[src/sv/rtwce_pkg.sv]
package rtwce_pkg;

	localparam logic [29:0] MAX30 = 30'h3FFF_FFFF;
	localparam logic [23:0] MAX24 = 24'hFF_FFFF;
	localparam logic [9:0]  MAX10 = 10'h3FF;

	// Register index, taken from paddr[2].
	typedef enum logic [0:0] {
		REG_VEHICLE_CAPACITY = 1'b0,
		REG_DEPOT_LATEST     = 1'b1
	} reg_idx_t;

	typedef struct packed {
		logic [23:0] vehicle_capacity;
		logic [29:0] depot_latest;
	} cfg_t;

	typedef struct packed {
		logic        first_of_route;
		logic        last_of_route;
		logic        last_of_solution;
		logic [29:0] route_release;
		logic [23:0] dist_from_prev;
		logic [23:0] dist_to_depot;
		logic [15:0] demand;
		logic [23:0] service_duration;
		logic [29:0] window_early;
		logic [29:0] window_late;
	} in_item_t;

	// Route figures after the window check of one client.
	typedef struct packed {
		logic        last_route;
		logic        last_of_solution;
		logic [29:0] distance;
		logic [23:0] load;
		logic [29:0] warp;
		logic [29:0] clock_time;
		logic [23:0] service;
		logic [23:0] dist_to_depot;
	} route_fig_t;

	typedef struct packed {
		logic [29:0] route_distance;
		logic [23:0] route_load;
		logic [29:0] route_time_warp;
		logic [29:0] total_distance;
		logic [29:0] total_time_warp;
		logic [23:0] total_excess;
		logic [9:0]  route_count;
		logic        solution_done;
	} result_t;

	function automatic logic [29:0] sat30(input logic [31:0] v);
		return (v > {2'b00, MAX30}) ? MAX30 : v[29:0];
	endfunction

	function automatic logic [23:0] sat24(input logic [24:0] v);
		return (v > {1'b0, MAX24}) ? MAX24 : v[23:0];
	endfunction

endpackage

[src/sv/rtwce_cfg.sv]
module rtwce_cfg
	import rtwce_pkg::*;
(
	input  logic        clk,
	input  logic        arst_n,
	input  logic        psel,
	input  logic        penable,
	input  logic        pwrite,
	input  logic [2:0]  paddr,
	input  logic [31:0] pwdata,
	output logic [31:0] prdata,
	output logic        pready,
	output cfg_t        cfg
);

	logic     wr_en;
	reg_idx_t idx;
	cfg_t     cfg_q;

	assign pready = 1'b1;
	assign wr_en  = psel && penable && pwrite;
	assign idx    = reg_idx_t'(paddr[2]);
	assign cfg    = cfg_q;

	always_ff @(posedge clk or negedge arst_n) begin
		if (!arst_n) begin
			cfg_q.vehicle_capacity <= '0;
			cfg_q.depot_latest     <= MAX30;
		end else if (wr_en) begin
			case (idx)
				REG_VEHICLE_CAPACITY: cfg_q.vehicle_capacity <= pwdata[23:0];
				REG_DEPOT_LATEST:     cfg_q.depot_latest     <= pwdata[29:0];
				default: ;
			endcase
		end
	end

	always_comb begin
		case (idx)
			REG_VEHICLE_CAPACITY: prdata = {8'b0, cfg_q.vehicle_capacity};
			REG_DEPOT_LATEST:     prdata = {2'b0, cfg_q.depot_latest};
			default:              prdata = '0;
		endcase
	end

endmodule

[src/sv/rtwce_route_stage.sv]
module rtwce_route_stage
	import rtwce_pkg::*;
(
	input  logic       clk,
	input  logic       arst_n,
	input  logic       item_valid,
	output logic       item_ready,
	input  in_item_t   item,
	output logic       fig_valid,
	input  logic       fig_ready,
	output route_fig_t fig
);

	logic       valid_s1;
	in_item_t   item_s1;
	logic       valid_s2;
	route_fig_t fig_s2;

	logic [29:0] clock_q;
	logic [23:0] prev_service_q;
	logic [29:0] dist_q;
	logic [23:0] load_q;
	logic [29:0] warp_q;

	logic        go_s1;
	logic        last_route;
	logic [29:0] dist_n;
	logic [23:0] load_n;
	logic [29:0] warp_n;
	logic [29:0] warp_w;
	logic [31:0] t_raw;
	logic [31:0] t_wait;
	logic [29:0] t_fin;

	assign go_s1      = valid_s1 && (!valid_s2 || fig_ready);
	assign item_ready = !valid_s1 || go_s1;
	assign last_route = item_s1.last_of_route || item_s1.last_of_solution;
	assign fig_valid  = valid_s2;
	assign fig        = fig_s2;

	always_comb begin
		if (item_s1.first_of_route) begin
			dist_n = {6'b0, item_s1.dist_from_prev};
			load_n = {8'b0, item_s1.demand};
			warp_n = '0;
			t_raw  = 32'(item_s1.route_release) + 32'(item_s1.dist_from_prev);
		end else begin
			dist_n = sat30(32'(dist_q) + 32'(item_s1.dist_from_prev));
			load_n = sat24(25'(load_q) + 25'(item_s1.demand));
			warp_n = warp_q;
			t_raw  = 32'(clock_q) + 32'(prev_service_q) + 32'(item_s1.dist_from_prev);
		end
		// Arrival before the window opens waits; arrival after it closes is warped back.
		t_wait = (t_raw < 32'(item_s1.window_early)) ? 32'(item_s1.window_early) : t_raw;
		if (t_wait > 32'(item_s1.window_late)) begin
			warp_w = sat30(32'(warp_n) + (t_wait - 32'(item_s1.window_late)));
			t_fin  = item_s1.window_late;
		end else begin
			warp_w = warp_n;
			t_fin  = t_wait[29:0];
		end
	end

	always_ff @(posedge clk or negedge arst_n) begin
		if (!arst_n) begin
			valid_s1 <= 1'b0;
		end else if (item_ready) begin
			valid_s1 <= item_valid;
		end
	end

	always_ff @(posedge clk) begin
		if (item_ready && item_valid) begin
			item_s1 <= item;
		end
	end

	always_ff @(posedge clk or negedge arst_n) begin
		if (!arst_n) begin
			valid_s2 <= 1'b0;
		end else if (!valid_s2 || fig_ready) begin
			valid_s2 <= go_s1;
		end
	end

	always_ff @(posedge clk) begin
		if (go_s1) begin
			fig_s2.last_route       <= last_route;
			fig_s2.last_of_solution <= item_s1.last_of_solution;
			fig_s2.distance         <= dist_n;
			fig_s2.load             <= load_n;
			fig_s2.warp             <= warp_w;
			fig_s2.clock_time       <= t_fin;
			fig_s2.service          <= item_s1.service_duration;
			fig_s2.dist_to_depot    <= item_s1.dist_to_depot;
		end
	end

	// A finished route leaves the route state empty for whatever follows.
	always_ff @(posedge clk or negedge arst_n) begin
		if (!arst_n) begin
			clock_q        <= '0;
			prev_service_q <= '0;
			dist_q         <= '0;
			load_q         <= '0;
			warp_q         <= '0;
		end else if (go_s1) begin
			if (last_route) begin
				clock_q        <= '0;
				prev_service_q <= '0;
				dist_q         <= '0;
				load_q         <= '0;
				warp_q         <= '0;
			end else begin
				clock_q        <= t_fin;
				prev_service_q <= item_s1.service_duration;
				dist_q         <= dist_n;
				load_q         <= load_n;
				warp_q         <= warp_w;
			end
		end
	end

endmodule

[src/sv/rtwce_total_stage.sv]
module rtwce_total_stage
	import rtwce_pkg::*;
(
	input  logic       clk,
	input  logic       arst_n,
	input  cfg_t       cfg,
	input  logic       fig_valid,
	output logic       fig_ready,
	input  route_fig_t fig,
	output logic       result_valid,
	input  logic       result_ready,
	output result_t    res
);

	logic        res_valid_s3;
	result_t     res_s3;
	logic [29:0] tot_dist_q;
	logic [29:0] tot_warp_q;
	logic [23:0] tot_excess_q;
	logic [9:0]  count_q;

	logic        adv;
	logic        take;
	logic [29:0] dist_fin;
	logic [31:0] ret;
	logic [29:0] warp_fin;
	logic [23:0] excess;
	logic [29:0] tot_dist_n;
	logic [29:0] tot_warp_n;
	logic [23:0] tot_excess_n;
	logic [9:0]  count_n;

	assign adv          = !res_valid_s3 || result_ready;
	// A client that does not end its route leaves no result and is always taken.
	assign fig_ready    = !fig.last_route || adv;
	assign take         = fig_valid && fig.last_route && adv;
	assign result_valid = res_valid_s3;
	assign res          = res_s3;

	always_comb begin
		dist_fin = sat30(32'(fig.distance) + 32'(fig.dist_to_depot));
		ret      = 32'(fig.clock_time) + 32'(fig.service) + 32'(fig.dist_to_depot);
		if (ret > 32'(cfg.depot_latest)) begin
			warp_fin = sat30(32'(fig.warp) + (ret - 32'(cfg.depot_latest)));
		end else begin
			warp_fin = fig.warp;
		end
		excess       = (fig.load > cfg.vehicle_capacity) ? fig.load - cfg.vehicle_capacity : '0;
		tot_dist_n   = sat30(32'(tot_dist_q) + 32'(dist_fin));
		tot_warp_n   = sat30(32'(tot_warp_q) + 32'(warp_fin));
		tot_excess_n = sat24(25'(tot_excess_q) + 25'(excess));
		count_n      = (count_q == MAX10) ? count_q : count_q + 10'd1;
	end

	always_ff @(posedge clk or negedge arst_n) begin
		if (!arst_n) begin
			res_valid_s3 <= 1'b0;
		end else if (adv) begin
			res_valid_s3 <= take;
		end
	end

	always_ff @(posedge clk) begin
		if (take) begin
			res_s3.route_distance  <= dist_fin;
			res_s3.route_load      <= fig.load;
			res_s3.route_time_warp <= warp_fin;
			res_s3.total_distance  <= tot_dist_n;
			res_s3.total_time_warp <= tot_warp_n;
			res_s3.total_excess    <= tot_excess_n;
			res_s3.route_count     <= count_n;
			res_s3.solution_done   <= fig.last_of_solution;
		end
	end

	always_ff @(posedge clk or negedge arst_n) begin
		if (!arst_n) begin
			tot_dist_q   <= '0;
			tot_warp_q   <= '0;
			tot_excess_q <= '0;
			count_q      <= '0;
		end else if (take) begin
			if (fig.last_of_solution) begin
				tot_dist_q   <= '0;
				tot_warp_q   <= '0;
				tot_excess_q <= '0;
				count_q      <= '0;
			end else begin
				tot_dist_q   <= tot_dist_n;
				tot_warp_q   <= tot_warp_n;
				tot_excess_q <= tot_excess_n;
				count_q      <= count_n;
			end
		end
	end

endmodule

[src/sv/route_time_window_cost_evaluator_unit.sv]
// Evaluates routes of a vehicle routing solution with time windows, one client per
// transaction in route order, and produces one result transaction per finished route
// carrying that route's distance, load and time warp together with the running solution
// totals. Clients are accepted back to back, one per clock, as long as results are taken;
// a client passes an input register, a route stage that keeps the route clock and sums,
// and a totals stage with the output register, and a result becomes valid once the client
// that ends its route has passed all three. The one-client-per-cycle rate is set by the
// route clock update: arrival, wait, and the clamp to the window close are combinational
// in the route stage. A full output register stalls clients that end a route, and those
// behind them. Vehicle capacity and depot deadline must be written over the register port
// only while no transaction is in flight; the user must keep to this, the block does not.
module route_time_window_cost_evaluator_unit
	import rtwce_pkg::*;
(
	input  logic        clk,
	input  logic        arst_n,
	input  logic        psel,
	input  logic        penable,
	input  logic        pwrite,
	input  logic [2:0]  paddr,
	input  logic [31:0] pwdata,
	output logic [31:0] prdata,
	output logic        pready,
	input  logic        item_valid,
	output logic        item_ready,
	input  logic        first_of_route,
	input  logic        last_of_route,
	input  logic        last_of_solution,
	input  logic [29:0] route_release,
	input  logic [23:0] dist_from_prev,
	input  logic [23:0] dist_to_depot,
	input  logic [15:0] demand,
	input  logic [23:0] service_duration,
	input  logic [29:0] window_early,
	input  logic [29:0] window_late,
	output logic        result_valid,
	input  logic        result_ready,
	output logic [29:0] route_distance,
	output logic [23:0] route_load,
	output logic [29:0] route_time_warp,
	output logic [29:0] total_distance,
	output logic [29:0] total_time_warp,
	output logic [23:0] total_excess,
	output logic [9:0]  route_count,
	output logic        solution_done
);

	cfg_t       cfg;
	in_item_t   item;
	route_fig_t fig;
	logic       fig_valid;
	logic       fig_ready;
	result_t    res;

	assign item.first_of_route   = first_of_route;
	assign item.last_of_route    = last_of_route;
	assign item.last_of_solution = last_of_solution;
	assign item.route_release    = route_release;
	assign item.dist_from_prev   = dist_from_prev;
	assign item.dist_to_depot    = dist_to_depot;
	assign item.demand           = demand;
	assign item.service_duration = service_duration;
	assign item.window_early     = window_early;
	assign item.window_late      = window_late;

	assign route_distance  = res.route_distance;
	assign route_load      = res.route_load;
	assign route_time_warp = res.route_time_warp;
	assign total_distance  = res.total_distance;
	assign total_time_warp = res.total_time_warp;
	assign total_excess    = res.total_excess;
	assign route_count     = res.route_count;
	assign solution_done   = res.solution_done;

	rtwce_cfg u_cfg (
		.clk     (clk),
		.arst_n  (arst_n),
		.psel    (psel),
		.penable (penable),
		.pwrite  (pwrite),
		.paddr   (paddr),
		.pwdata  (pwdata),
		.prdata  (prdata),
		.pready  (pready),
		.cfg     (cfg)
	);

	rtwce_route_stage u_route (
		.clk        (clk),
		.arst_n     (arst_n),
		.item_valid (item_valid),
		.item_ready (item_ready),
		.item       (item),
		.fig_valid  (fig_valid),
		.fig_ready  (fig_ready),
		.fig        (fig)
	);

	rtwce_total_stage u_total (
		.clk          (clk),
		.arst_n       (arst_n),
		.cfg          (cfg),
		.fig_valid    (fig_valid),
		.fig_ready    (fig_ready),
		.fig          (fig),
		.result_valid (result_valid),
		.result_ready (result_ready),
		.res          (res)
	);

endmodule

[config.mk]
export PLATFORM = sky130hd
export DESIGN_NAME = route_time_window_cost_evaluator_unit
export DESIGN_NICKNAME = d
export VERILOG_FILES = /design/src/sv/rtwce_pkg.sv /design/src/sv/rtwce_cfg.sv /design/src/sv/rtwce_route_stage.sv /design/src/sv/rtwce_total_stage.sv /design/src/sv/route_time_window_cost_evaluator_unit.sv
export SDC_FILE = /design/constraint.sdc
export NUM_CORES = 2
export LEC_CHECK = 0
export BUFFER_PORTS_ARGS = -buffer_cell sky130_fd_sc_hd__buf_2
export CAP_MARGIN = 40
export CORE_ASPECT_RATIO = 0.7
export CORE_UTILIZATION = 40
export CTS_CLUSTER_DIAMETER = 100
export CTS_CLUSTER_SIZE = 28
export DETAILED_ROUTE_END_ITERATION = 10
export SLEW_MARGIN = 20
export SYNTH_ARGS = -nofsm -noshare
export SYNTH_HDL_FRONTEND = slang
export SYNTH_SLANG_ARGS = --single-unit
[constraint.sdc]
create_clock -name clk -period 17.01 [get_ports clk]
set_clock_uncertainty 0.05 [all_clocks]
set_input_delay 1.701 -clock clk [delete_from_list [all_inputs] [get_ports clk]]
set_output_delay 1.701 -clock clk [all_outputs]
set_load 0.01 [all_outputs]
# Word level (Yosys, flattened, before mapping)
# Index checks and enable logic that the tools add are counted.
# word_totals
ff_bits	813
output_inout_bits	214
in_bits	223
# op_classes
n_bitwise	1
n_addsub	17
muxes	28
n_eq_ne	1
reduce_logical	17
order_cmp	12
# op_table
operator	count
$mux 30	16
$gt 32x30->1 const B	6
$mux 24	7
$add 30x24->31	5
$add 30x32->32	2
$add 32x24->32	2
$gt 32x30->1	2
$mux 32	2
$pmux 32 s2	1
$sub 32x30->32	2
$add 30x30->31	2
$gt 25x24->1 const B	2
$lt 32x30->1	1
$add 24x16->25	1
$add 24x24->25	1
$gt 24x24->1	1
$sub 24x24->24	1
$mux 10	2
$add 10x1->10 const B	1
$eq 10x10->1 const B	1
$logic_and 1x1->1	6
$logic_or 1x1->1	5
$logic_not 1->1	4
$reduce_and 2->1	2
$not 1->1	1

# Logic depth before layout (Yosys ltp)
# logic_depth
depth_word	11
depth_mapped	48
mapped_depth_nobuf	46

# Modules after synthesis
# Synthesis repeated with hierarchy kept, for this count alone.
# unflattened
hier_cells	4943
area_unflattened_um2	51823.5
# by_module_without_submodules
mod	n_inst	seq_area_each_um2	area_per_inst_um2	cells_per_inst
rtwce_route_stage	1	13863.3	27074.7	2409
rtwce_total_stage	1	7752.4	22340.2	2381
rtwce_cfg	1	1388.8	2408.6	153

# Worst setup path after synthesis
# No wires, ideal clock.
# synth_timing
kind	flip-flop to flip-flop
start	reg u_route.fig_s2, in the netlist u_route.fig[24]
end	reg, netlist name u_total.res[46]
setup_time_ps	262
n_path_buf	3
setup_slack_ps	7519
path_stages_with_launch	48
synth_period_minus_slack_ps	9491
t_arrival_ps	9179
cell_sequence	edfxtp_1 -> ha_1 -> inv_1 -> fa_1 -> nor2b_1 -> o31a_1 -> o2111a_1 -> o21ai_1 -> a21oi_1 -> nand2_1 -> nand2_1 -> a21oi_1 -> xnor2_1 -> ha_1 -> a21o_1 -> a21o_1 -> a21oi_1 -> nor2b_1 -> [12 not listed] -> o21ai_1 -> mux2i_1 -> o2111ai_1 -> buf_2 -> o22a_1 -> ha_1 -> fa_1 -> a211oi_1 -> o21ai_0 -> a41o_1 -> a21o_1 -> a21oi_1 -> a31oi_1 -> a2111o_1 -> a31oi_1 -> buf_2 -> buf_2 -> nand2_1
# synth_via
elab_chain_cells	10
# synth_lines
element	line	source
start: declaration	rtwce_route_stage.sv:17	route_fig_t fig_s2;
$add 30x24->31 (*)	rtwce_total_stage.sv:42	ret = 32'(fig.clock_time) + 32'(fig.service) + 32'(fig.dist_to_depot);
$add 32x24->32 (*)	rtwce_total_stage.sv:42	
$sub 32x30->32	rtwce_total_stage.sv:44	warp_fin = sat30(32'(fig.warp) + (ret - 32'(cfg.depot_latest)));
$add 30x32->32	rtwce_total_stage.sv:44	
$gt 32x30->1	rtwce_pkg.sv:55	return (v > {2'b00, MAX30}) ? MAX30 : v[29:0];
$mux 30	rtwce_pkg.sv:55	
$mux 30 (*)	rtwce_total_stage.sv:43	if (ret > 32'(cfg.depot_latest)) begin
named net u_total.warp_fin[0]	rtwce_total_stage.sv:26	logic [29:0] warp_fin;
$add 30x30->31 (*)	rtwce_total_stage.sv:50	tot_warp_n = sat30(32'(tot_warp_q) + 32'(warp_fin));
$gt 32x30->1	rtwce_pkg.sv:55	
$mux 30 (*)	rtwce_pkg.sv:55	
named net u_total.tot_warp_n[11]	rtwce_total_stage.sv:29	logic [29:0] tot_warp_n;
# The timed path passes the listed nets; every way through them passes the cells marked *.
# A chain may end at the register's enable or synchronous reset.

# Worst setup path in the final report
# layout_timing
start	reg u_route.prev_service_q[12]
end	reg u_route.warp_q[0]
# layout_via
elab_chain_cells	11
# layout_lines
element	line	source
start: declaration	rtwce_route_stage.sv:20	logic [23:0] prev_service_q;
start signal: assignment	rtwce_route_stage.sv:116	prev_service_q <= item_s1.service_duration;
$add 30x24->31 (*)	rtwce_route_stage.sv:51	t_raw = 32'(clock_q) + 32'(prev_service_q) + 32'(item_s1.dist_from_prev);
$add 32x24->32 (*)	rtwce_route_stage.sv:51	
$mux 32 (*)	rtwce_route_stage.sv:42	if (item_s1.first_of_route) begin
$lt 32x30->1	rtwce_route_stage.sv:54	t_wait = (t_raw < 32'(item_s1.window_early)) ? 32'(item_s1.window_early) : t_raw;
$mux 32 (*)	rtwce_route_stage.sv:54	
$sub 32x30->32	rtwce_route_stage.sv:56	warp_w = sat30(32'(warp_n) + (t_wait - 32'(item_s1.window_late)));
$add 30x32->32	rtwce_route_stage.sv:56	
$gt 32x30->1	rtwce_pkg.sv:55	
$mux 30	rtwce_pkg.sv:55	
$mux 30 (*)	rtwce_route_stage.sv:55	if (t_wait > 32'(item_s1.window_late)) begin
named net u_route.warp_w[0]	rtwce_route_stage.sv:30	logic [29:0] warp_w;
$mux 30 (*)	rtwce_route_stage.sv:108	if (last_route) begin
end signal: assignment	rtwce_route_stage.sv:119	warp_q <= warp_w;
end: declaration	rtwce_route_stage.sv:23	logic [29:0] warp_q;
# Marks and branches as above.

==> results by group <==
Pwr
  – Power per cell area: 199 nW/um2
  – Peak supply drop: 0.000135 V
  – Pleak: 25.1 nW

STA
  – Setup TNS: 0 ns
  – Worst Max-Slew Pin Slew: 1.05 ns
  – Unrepaired setup endpoints after global routing: no
  – Slew Limit Headroom: 29.8%
  – # setup viols final: 0
  – Max-slew violations: 0
  – Hold Vio Cnt, Final: 0
  – Fin crit period: 12.38 ns
  – Period Utilization, post-route: 72.8%
  – F_max: 80.8 MHz

Floorplan
  – Top Ports: 437
  – DIE WIDTH: 435 um
  – Die H: 305 um
  – Total core area: 129000 um2
  – Die area: 133000 um2
  – # rows: 110
  – Initial core utilization: 40.6%

Yosys
  – Mapped Cells: 5072
  – Most frequent cell after synthesis: edfxtp_1
  – Synth Cell Area: 52400 um2
  – Cell variety after synth: 100
  – Post-synth ARST share: 35.5%
  – Synth area leader: edfxtp_1
  – Commonest cells in the netlist: 524 x edfxtp_1, 454 x ha_1, 380 x nand2_1, 360 x a21oi_1, 318 x inv_1
  – Avg Inst Size Synth: 10.3 um2
  – Synth top area share: 30.0%
  – Top FF cell, synth: edfxtp_1
  – Synth top area cells: edfxtp_1 30%, dfrtp_1 12%, ha_1 11%, a21oi_1 3.4%, xnor2_1 2.9%
  – Seq/Total Area, Yosys: 43.9%
  – #FFs+latches synth: 813
  – Ys Warns: 0
  – Number of flops mapped to enable cells by yosys: 524

Layout
  – Layout Nets: 6172
  – Layout Cells excl Fill: 7200
  – Fillcell total: 12200
  – Share of cells above drive strength 1: 13.0%
  – Synth-to-Final Area Change: 10.7%

Routing
  – DRC viols: 0
  – ANT nets after route: 0
  – Vias/cell: 5.70
  – Total number of vias: 41000
  – Drt pass-1 iters: 6
  – Routed Wire Length: 164000 um
  – DR WL/cell: 22.8 um
  – Starting DRT DRC Count: 3439

Clocking
  – Post-CTS Setup Bufs: 0
  – CTS tree: done
  – Hold-fix buffers, CTS: 0
  – H-Tree Depth: 2
  – Worst-Skew Late Latency: 0.68 ns
  – Clock Tree Buf Depth: 3
  – Clk slew on worst S/H paths: 0.11 ns
  – TritonCTS buffer count: 40
  – CTS-repair resized insts: 0
  – Clk root buf: clkbuf_16
  – Clock tree sinks: 813

Critical path
  – Slowest cell on the critical path: a2111oi_0
  – CP Max Fanout: 26
  – Largest stage delay on the critical path: 0.72 ns
  – Worst Path Arrival: 12.90 ns
  – Class of the most critical setup path: register to register
  – CP Capture Type: register
  – Startpoint Class: register
  – Required @ worst endpoint: 17.54 ns

Min path
  – Min-delay worst type: register to register

Run status
  – Status: complete, no violations

Global routing
  – Vias in the first global route: 37700
  – First-pass GRT wire length: 243000 um
  – Initial antenna violation count: 19
  – Grt ovf: 0
  – Gr usage total: 24.0%
  – Largest net degree at the start of global routing: 145

Placement
  – Placed cells: 7115
  – Port Buffers: 429
  – Routability Congestion: 0.935
  – Dpl hpwl: 129000 um

Run
  – Max Cap Viol: 0
-- final cells by class --
| cell class | instances | area [um2] | share of cell area (%) |
|---|---|---|---|
| clock buffers | 59 | 1120 | 1.94 |
| clock inverters | 14 | 208 | 0.358 |
| inverters | 318 | 1210 | 2.08 |
| multi-input cells | 3774 | 27600 | 47.5 |
| well taps | 1736 | 2170 | 3.74 |
| repair buffers | 476 | 2690 | 4.64 |
| diodes | 10 | 25.0 | 0.0431 |
| flip-flops and latches | 813 | 23000 | 39.6 |
-- worst max-delay path, delay by kind of cell, from the launching register on --
family / cells / cell delay, ns
DFF: 1 / 0.41
adders and majority gates: 5 / 1.90
AOI/OAI and AO/OA: 25 / 7.10
buffers and inverters: 2 / 0.35
xor gates and xnor gates: 1 / 0.18
and+or+nand+nor: 7 / 2.26
-- per-layer routing --
metal	vias up	wire [um]	global-route usage [%]	part of all wire, %
met3	151	9960	2.65	6.1
li1	19500	-	-	-
met5	-	0	0	0
met1	19900	80500	37.1	49
met2	1413	69600	35.3	42
met4	0	4150	6.29	2.5
-- registers in the layout, summed over array words and instances (netlist names) --
| signal | count |
|---|---|
| u_route.prev_service_q | 24 |
| u_route.fig_valid | 1 |
| u_cfg.cfg | 54 |
| u_route.dist_q | 30 |
| u_total.count_q | 10 |
| u_total.result_valid | 1 |
| u_route.item_s1 | 181 |
| u_route.fig | 164 |
| u_total.res | 179 |
| u_route.valid_s1 | 1 |
| u_total.tot_excess_q | 24 |
| u_route.load_q | 24 |
| u_total.tot_warp_q | 30 |
| u_route.warp_q | 30 |
| u_total.tot_dist_q | 30 |
| u_route.clock_q | 30 |
-- power by group --
part	total [mW]	internal [mW]	leakage, nW	switching [mW]
combinational	7.35	2.92	15.7	4.42
clock	1.22	0.493	0.641	0.723
sequential	3.00	2.73	8.68	0.278
-- cells in the final DEF (no fill, tap or decap), types with 33 or more instances in the layout --
cell,count
a22o_1,121
nand4_1,65
and3_1,47
nand2b_1,82
o21ai_0,283
nor4_1,33
buf_2,429
xor2_1,117
and2_1,33
edfxtp_1,524
a31oi_1,82
nor2_1,298
o22a_1,43
xnor2_1,173
fa_1,72
a21oi_1,359
mux2_2,62
inv_1,315
o31ai_1,64
o21bai_1,45
nor2b_1,71
a211oi_1,47
nand2_1,379
ha_1,454
o21a_1,54
clkbuf_16,42
dfrtp_1,259
buf_4,35
a21o_1,165
o211ai_1,34
nor3_1,84
nand3_1,123
-- final timing paths --
kind | to | from | depth (start not counted) | slack [ns]
setup / recovery | u_route.warp_q[0] | u_route.prev_service_q[12] | 40 | 4.63
hold / removal | u_route.fig[0] | u_route.item_s1[100] | 0 | 0.34
setup reg to reg | u_route.warp_q[0] | u_route.prev_service_q[12] | 40 | 4.63
hold reg to reg | u_route.fig[0] | u_route.item_s1[100] | 0 | 0.34
max in group asynchronous | u_route.prev_service_q[19] | arst_n | 3 | 13.80
min in group asynchronous | u_total.count_q[5] | arst_n | 1 | 0.97
-- logic make-up (layout without fill, tap and decap cells) --
family,Yosys count,count (layout),synth area share [%]
DFF,813,813,43.9
other,2,15,0.0143
muxes,83,83,1.73
and+or+nand+nor,1327,1327,12.4
buffers and inverters,488,867,3.66
AOI/OAI and AO/OA,1542,1542,19.9
adders and majority gates,526,526,13.6
xor gates and xnor gates,291,291,4.90
-- per-stage QoR --
step	worst slack, ns	area [um2]	total power [mW]	hold WS, ns	utilization [%]
after CTS	4.90	58000	11.5	0.332	44.8
after floorplan	7.52	52400	8.32	0.350	-
after detailed placement	5.01	56600	10.2	0.355	43.8
after global placement	5.07	56400	10.2	0.354	43.6
after global routing	4.08	58000	12.5	0.350	44.9
final	4.63	58000	11.6	0.344	44.9
Power figures use the tool's default switching activity.
